[src/rtl/htfc_pkg.sv]
// Types, constants and the CRC-8 function of the humidity/temperature frame checker.
package htfc_pkg;

    typedef struct packed {
        logic [7:0] rx_byte;
        logic       frame_start;
    } rx_word_t;

    typedef struct packed {
        logic signed [14:0] temperature_centi;
        logic        [13:0] humidity_centi;
        logic        [1:0]  status;
    } meas_word_t;

    localparam logic [1:0] STATUS_OK       = 2'd0;
    localparam logic [1:0] STATUS_TEMP_BAD = 2'd1;
    localparam logic [1:0] STATUS_HUM_BAD  = 2'd2;

    localparam logic [2:0] POS_TEMP_HIGH = 3'd0;
    localparam logic [2:0] POS_TEMP_LOW  = 3'd1;
    localparam logic [2:0] POS_TEMP_CRC  = 3'd2;
    localparam logic [2:0] POS_HUM_HIGH  = 3'd3;
    localparam logic [2:0] POS_HUM_LOW   = 3'd4;
    localparam logic [2:0] POS_HUM_CRC   = 3'd5;

    localparam logic [7:0] CRC_POLY = 8'h31;
    localparam logic [7:0] CRC_INIT = 8'hFF;

    localparam logic [14:0] SCALE_TEMP  = 15'd17500;
    localparam logic [14:0] SCALE_HUM   = 15'd10000;
    localparam logic [16:0] FULL_SCALE  = 17'd65535;
    localparam logic [14:0] TEMP_OFFSET = 15'd4500;

    localparam logic signed [14:0] TEMP_MIN = -15'sd4500;
    localparam logic signed [14:0] TEMP_MAX = 15'sd13000;
    localparam logic [13:0]        HUM_MAX  = 14'd10000;

    // One byte of CRC-8, MSB first, no reflection.
    function automatic logic [7:0] crc8_byte(input logic [7:0] crc, input logic [7:0] data);
        logic [7:0] c;
        c = crc ^ data;
        for (int i = 0; i < 8; i++)
        begin
            if (c[7])
                c = {c[6:0], 1'b0} ^ CRC_POLY;
            else
                c = {c[6:0], 1'b0};
        end
        return c;
    endfunction

endpackage

[src/rtl/humidity_temp_frame_checker_core.sv]
// Top level of the humidity/temperature reply checker with CRC-8 checks and scaling.
//
//   Channel | Direction | Word        | Carries
//   rx      | in        | rx_word_t   | one reply byte and its frame start flag
//   meas    | out       | meas_word_t | held temperature, held humidity, status
//
// An accepted byte is held in the input register. The sixth byte of a reply then
// goes from that register through the CRC step and the conversion multiplier, and
// its word is written to the output register once the output is free. One byte is
// accepted every cycle; input stalls only when a sixth byte meets a full output
// register that is not being read. Reset zeroes the frame position and the held
// values and presets the CRC to all ones.
module humidity_temp_frame_checker_core
    import htfc_pkg::*;
(
    input  logic       clk,
    input  logic       rst_n,
    input  logic       rx_valid,
    output logic       rx_ready,
    input  rx_word_t   rx_data,
    output logic       meas_valid,
    input  logic       meas_ready,
    output meas_word_t meas_data
);

    logic               s1_valid_reg;
    rx_word_t           s1_data_reg;
    logic [2:0]         pos_reg;
    logic [7:0]         crc_reg;
    logic [7:0]         word_high_reg;
    logic [15:0]        raw_reg;
    logic               temp_good_reg;
    logic signed [14:0] held_temp_reg;
    logic [13:0]        held_hum_reg;
    logic               meas_valid_reg;
    meas_word_t         meas_data_reg;

    logic [2:0]         pos;
    logic               last_byte;
    logic               out_free;
    logic               s1_fire;
    logic [7:0]         crc_base;
    logic [7:0]         crc_step;
    logic signed [14:0] conv_temp;
    logic [13:0]        conv_hum;
    logic               hum_good;
    meas_word_t         meas_next;

    htfc_convert u_convert
    (
        .raw               (raw_reg),
        .humidity_mode     (last_byte),
        .temperature_centi (conv_temp),
        .humidity_centi    (conv_hum)
    );

    always_comb
    begin
        if (s1_data_reg.frame_start || pos_reg > POS_HUM_CRC)
            pos = POS_TEMP_HIGH;
        else
            pos = pos_reg;
        last_byte = (pos == POS_HUM_CRC);
        out_free  = !meas_valid_reg || meas_ready;
        s1_fire   = s1_valid_reg && (!last_byte || out_free);
        crc_base  = (pos inside {POS_TEMP_HIGH, POS_HUM_HIGH}) ? CRC_INIT : crc_reg;
        crc_step  = crc8_byte(crc_base, s1_data_reg.rx_byte);
        hum_good  = temp_good_reg && (crc_reg == s1_data_reg.rx_byte);

        meas_next.temperature_centi = held_temp_reg;
        meas_next.humidity_centi    = hum_good ? conv_hum : held_hum_reg;
        if (!temp_good_reg)
            meas_next.status = STATUS_TEMP_BAD;
        else if (!hum_good)
            meas_next.status = STATUS_HUM_BAD;
        else
            meas_next.status = STATUS_OK;
    end

    assign rx_ready   = !s1_valid_reg || s1_fire;
    assign meas_valid = meas_valid_reg;
    assign meas_data  = meas_data_reg;

    always_ff @(posedge clk or negedge rst_n)
    begin
        if (!rst_n)
        begin
            s1_valid_reg <= 1'b0;
        end
        else if (rx_ready)
        begin
            s1_valid_reg <= rx_valid;
        end
    end

    always_ff @(posedge clk)
    begin
        if (rx_ready && rx_valid)
        begin
            s1_data_reg <= rx_data;
        end
    end

    always_ff @(posedge clk or negedge rst_n)
    begin
        if (!rst_n)
        begin
            pos_reg       <= POS_TEMP_HIGH;
            crc_reg       <= CRC_INIT;
            word_high_reg <= '0;
            raw_reg       <= '0;
            temp_good_reg <= 1'b0;
            held_temp_reg <= '0;
            held_hum_reg  <= '0;
        end
        else if (s1_fire)
        begin
            pos_reg <= last_byte ? POS_TEMP_HIGH : pos + 3'd1;
            case (pos)
                POS_TEMP_HIGH, POS_HUM_HIGH:
                begin
                    crc_reg       <= crc_step;
                    word_high_reg <= s1_data_reg.rx_byte;
                end
                POS_TEMP_LOW, POS_HUM_LOW:
                begin
                    crc_reg <= crc_step;
                    raw_reg <= {word_high_reg, s1_data_reg.rx_byte};
                end
                POS_TEMP_CRC:
                begin
                    temp_good_reg <= (crc_reg == s1_data_reg.rx_byte);
                    if (crc_reg == s1_data_reg.rx_byte)
                        held_temp_reg <= conv_temp;
                    crc_reg <= CRC_INIT;
                end
                default:
                begin
                    if (hum_good)
                        held_hum_reg <= conv_hum;
                    crc_reg <= CRC_INIT;
                end
            endcase
        end
    end

    always_ff @(posedge clk or negedge rst_n)
    begin
        if (!rst_n)
        begin
            meas_valid_reg <= 1'b0;
        end
        else if (s1_fire && last_byte)
        begin
            meas_valid_reg <= 1'b1;
        end
        else if (meas_ready)
        begin
            meas_valid_reg <= 1'b0;
        end
    end

    always_ff @(posedge clk)
    begin
        if (s1_fire && last_byte)
        begin
            meas_data_reg <= meas_next;
        end
    end

endmodule

[src/rtl/htfc_convert.sv]
// Scales a raw 16-bit sensor word to hundredths of a degree or of a percent.
module htfc_convert
    import htfc_pkg::*;
(
    input  logic [15:0]        raw,
    input  logic               humidity_mode,
    output logic signed [14:0] temperature_centi,
    output logic [13:0]        humidity_centi
);

    logic [14:0] scale;
    logic [30:0] product;
    logic [14:0] quot_base;
    logic [16:0] remainder;
    logic        carry;
    logic [14:0] quot;

    // Division by 65535: x = q0 * 65536 + lo gives remainder lo + q0 against 65535,
    // which stays below twice the divisor, so one correction step is enough.
    always_comb
    begin
        scale     = humidity_mode ? SCALE_HUM : SCALE_TEMP;
        product   = 31'(raw) * 31'(scale);
        quot_base = product[30:16];
        remainder = 17'(product[15:0]) + 17'(quot_base);
        carry     = (remainder >= FULL_SCALE);
        quot      = quot_base + 15'(carry);
    end

    assign temperature_centi = $signed(quot - TEMP_OFFSET);
    assign humidity_centi    = quot[13:0];

endmodule

[config.mk]
export PLATFORM = sky130hd
export DESIGN_NAME = humidity_temp_frame_checker_core
export DESIGN_NICKNAME = d
export VERILOG_FILES = /design/src/rtl/htfc_pkg.sv /design/src/rtl/humidity_temp_frame_checker_core.sv /design/src/rtl/htfc_convert.sv
export SDC_FILE = /design/constraint.sdc
export NUM_CORES = 1
export LEC_CHECK = 0
export ABC_AREA = 1
export BUFFER_PORTS_ARGS = -buffer_cell sky130_fd_sc_hd__buf_4
export CAP_MARGIN = 20
export CORE_MARGIN = 2
export CORE_UTILIZATION = 40
export DETAILED_ROUTE_END_ITERATION = 12
export GPL_TIMING_DRIVEN = 0
export PLACE_DENSITY = 0.6
export SKIP_LAST_GASP = 1
export SYNTH_ARGS = -nofsm -noshare
export SYNTH_HDL_FRONTEND = slang
export SYNTH_SLANG_ARGS = --single-unit
export TNS_END_PERCENT = 10
[constraint.sdc]
create_clock -name clk -period 10.91 [get_ports clk]
set_input_delay 1.091 -clock clk [delete_from_list [all_inputs] [get_ports clk]]
set_output_delay 1.091 -clock clk [all_outputs]
set_load 0.1 [all_outputs]
==> out/metrics.csv <==
stage;metric;value;unit
worst_setup_path;Critical Path Fanout Max;10;
finish;fin area;0.01250;sq mm
synthesis;post-synthesis cell area;0.01124;sq mm
run_status;status;finished, final reports clean;
flow_run;number of max-cap violations;0;
finish;# diodes;0;
placed_design;placed wire-length estimate;22000;microns
worst_setup_path;Worst R2R Path Depth;58;
floorplanning;die area;0.02947;sq mm
synthesis;count leader, synth;nand2_1;
route;routed length on met2;11950;microns
timing;Setup WS post-layout;944.1;ps
floorplanning;Core ar.;0.02771;sq mm
clock_tree;CTS sink count;107;
floorplanning;I/O Pins;46;
route;drc violations;0;
finish;fill cell count;2742;
grt;first-pass GRT wire length;43700;microns
timing;final period utilization;91.35;%
clock_tree;clock-pin slew on the worst setup and hold paths;80;ps
min_path;Hold Path Cell Cnt;0;
clock_tree;root buf cell;clkbuf_16;
clock_tree;Clock Latency Late Sink;350;ps
timing;Slew Viols, Final;0;
timing;max_slew headroom;38.89;%
worst_setup_path;critical path launch point type;register;
finish;Util after Layout;45.12;%
route;Antenna Nets Post-Route;0;
synthesis;top cells by area, synth;fa_1 (16%), ha_1 (16%), dfrtp_1 (13%), edfxtp_1 (11%), nand2_1 (10%);
worst_setup_path;WP data arrival;10210;ps
finish;Nets;1674;
route;DR WL/cell;14.20;microns
worst_setup_path;crit path launch;pos_reg[2];
route;met3 WL;821;microns
grt;Global Route Usage Sum;18.84;%
floorplanning;height of the die;171.7;microns
clock_tree;TritonCTS Buffers;9;
timing;RSZ-0062 raised after global routing;no;
clock_tree;clk buf depth;2;
floorplanning;row count;61;
min_path;min-delay src;held_temp_reg[7];
floorplanning;width of the die;171.7;microns
worst_setup_path;Crit path buffers/inverters;9;
grt;GR Overflow Total;0;
placed_design;Post-DP Area;0.01218;sq mm
synthesis;Yosys cell types;51;
synthesis;number of synthesized flops with an enable pin;40;
timing;Post-Route Setup TNS;0;ps
synthesis;register area share after synthesis;25.68;%
min_path;Min-Delay Endpoint;meas_data[23];
route;Iteration-0 DRC Markers;519;
placed_design;GPL Wtd Cong;0.9149;
worst_setup_path;worst endpoint required time;11150;ps
synthesis;most frequent cells after synthesis;nand2_1 (301), inv_1 (258), ha_1 (140);
grt;largest net degree at the start of global routing;68;
synthesis;area leader, netlist;fa_1;
worst_setup_path;flop-to-flop setup slack;940;ps
route;wire length on met1;12630;microns
worst_setup_path;Setup crit end kind;register;
worst_setup_path;crit-path max cell delay;500;ps
worst_setup_path;Top delay family on crit path;adder cells;
route;detailed-route via count;8618;
route;Vias/cell;4.753;
worst_setup_path;CP Class;reg2reg;
worst_setup_path;worst r2r src;pos_reg[2];
timing;clk_skew;19.02;ps
synthesis;Avg Inst Size Synth;8.353;sq um
worst_setup_path;reg2reg end;held_temp_reg[14];
synthesis;Yosys reg bits;107;
worst_setup_path;Top cell by count, worst path;nand2_1;
placed_design;port bufs;45;
synthesis;top_reg_cell synth;dfrtp_1;
route;Routed WL;25740;microns
min_path;worst hold path class;reg2reg;
synthesis;Yosys top cell area share;16.20;%
route;First-pass DRT Iterations;5;
synthesis;post-synthesis cell count;1346;
synthesis;Ys Warns;0;
grt;initial antenna violation count;0;
clock_tree;TritonCTS clock tree;built;
timing;Hold Vio Cnt, Final;0;
timing;Setup Viol. Count Final;0;
grt;number of global-route vias before repair;8714;
finish;P&R area growth vs syn;11.18;%
clock_tree;htree depth;3;
timing;fmax;100.3;MHz
route;Top Metal Used;met4;
clock_tree;# Post-CTS Setup Buffers;0;
finish;proportion of layout cells with a drive suffix above 1;11.29;%
finish;Largest register FFs;31;
placed_design;Placement Setup Slack;336.7;ps
timing;Final min period;9966;ps
synthesis;async set-reset flop share out of synthesis;62.62;%
timing;Worst Max-Slew Pin Slew;909.7;ps
worst_setup_path;CP max-delay cell;fa_1;
floorplanning;initial core utilization;40.58;%
metrics by stage:
stage                     hold slack, ps  cells
final                              452.7   1813
after global routing               462.5   1813
after CTS                          454.3   1813
after detailed placement           443.6   1797
after global placement             437.3   1796
after floorplan                    425.3   1373
worst max-delay path by stage:
stage | slack (ps) | cells past startpoint | endpoint
after detailed placement | 340 | 58 | held_temp_reg[14]
after global placement | 420 | 58 | held_temp_reg[14]
after CTS | 290 | 58 | held_temp_reg[14]
after floorplan | 2020 | 58 | held_temp_reg[14]
after global routing | 4 | 58 | held_temp_reg[14]
final | 940 | 58 | held_temp_reg[14]
cell usage in the layout (no fill, tap or decap), types with 29 or more instances in the layout:
cell type and instances:
nand2_1 301, inv_1 258, ha_1 140, fa_1 91, nor2_1 85, o21ai_0 67, dfrtp_1 59, nand3_1 48
buf_4 45, edfxtp_1 40, nand2_2 37, a21oi_1 34, xor2_1 29, conb_1 29
worst reg2reg max path: cells and delay by family, from the launching register on:
family | cells | cell delay (ps)
AOI/OAI and AO/OA | 4 | 630
xor gates and xnor gates | 1 | 100
adders and majority gates | 12 | 4340
buffers and inverters | 9 | 1050
DFF | 1 | 430
and+or+nand+nor | 32 | 3360
cell families after synthesis:
| kind of cell | after synthesis | share of synthesized area (%) |
|---|---|---|
| buffers and inverters | 281 | 9.404 |
| XOR/XNOR | 48 | 4.440 |
| AO/OA/AOI/OAI | 134 | 6.510 |
| adder cells (fa/ha/maj) | 231 | 31.78 |
| flip-flops | 107 | 25.68 |
| AND/OR/NAND/NOR | 543 | 22.11 |
| other | 2 | 0.06680 |
metal layers:
metal  GRT usage (%)  vias up
li1                -     4360
met1           26.96     4104
met2           31.59      132
met3           1.243       22
met4           3.721        0
met5               0        -
cell type report:
cell class	count	area, sq um	area share [%]
Clock inverter	7	86.33	0.6906
Buffer	14	56.30	0.4504
Inverter	267	1005	8.037
Clock buffer	9	225.2	1.802
Sequential cell	107	2888	23.10
Tap cell	378	473.0	3.783
Timing Repair Buffer	46	365.4	2.923
Multi-Input combinational cell	985	7402	59.21
timing repair:
action                     CTS  global route
setup endpoints to repair    0            19
gates resized for setup      0             7
hold buffers                 0             0
Power is not shown: default switching activity piles up to over one toggle a cycle in this logic, so the estimate is an artifact.
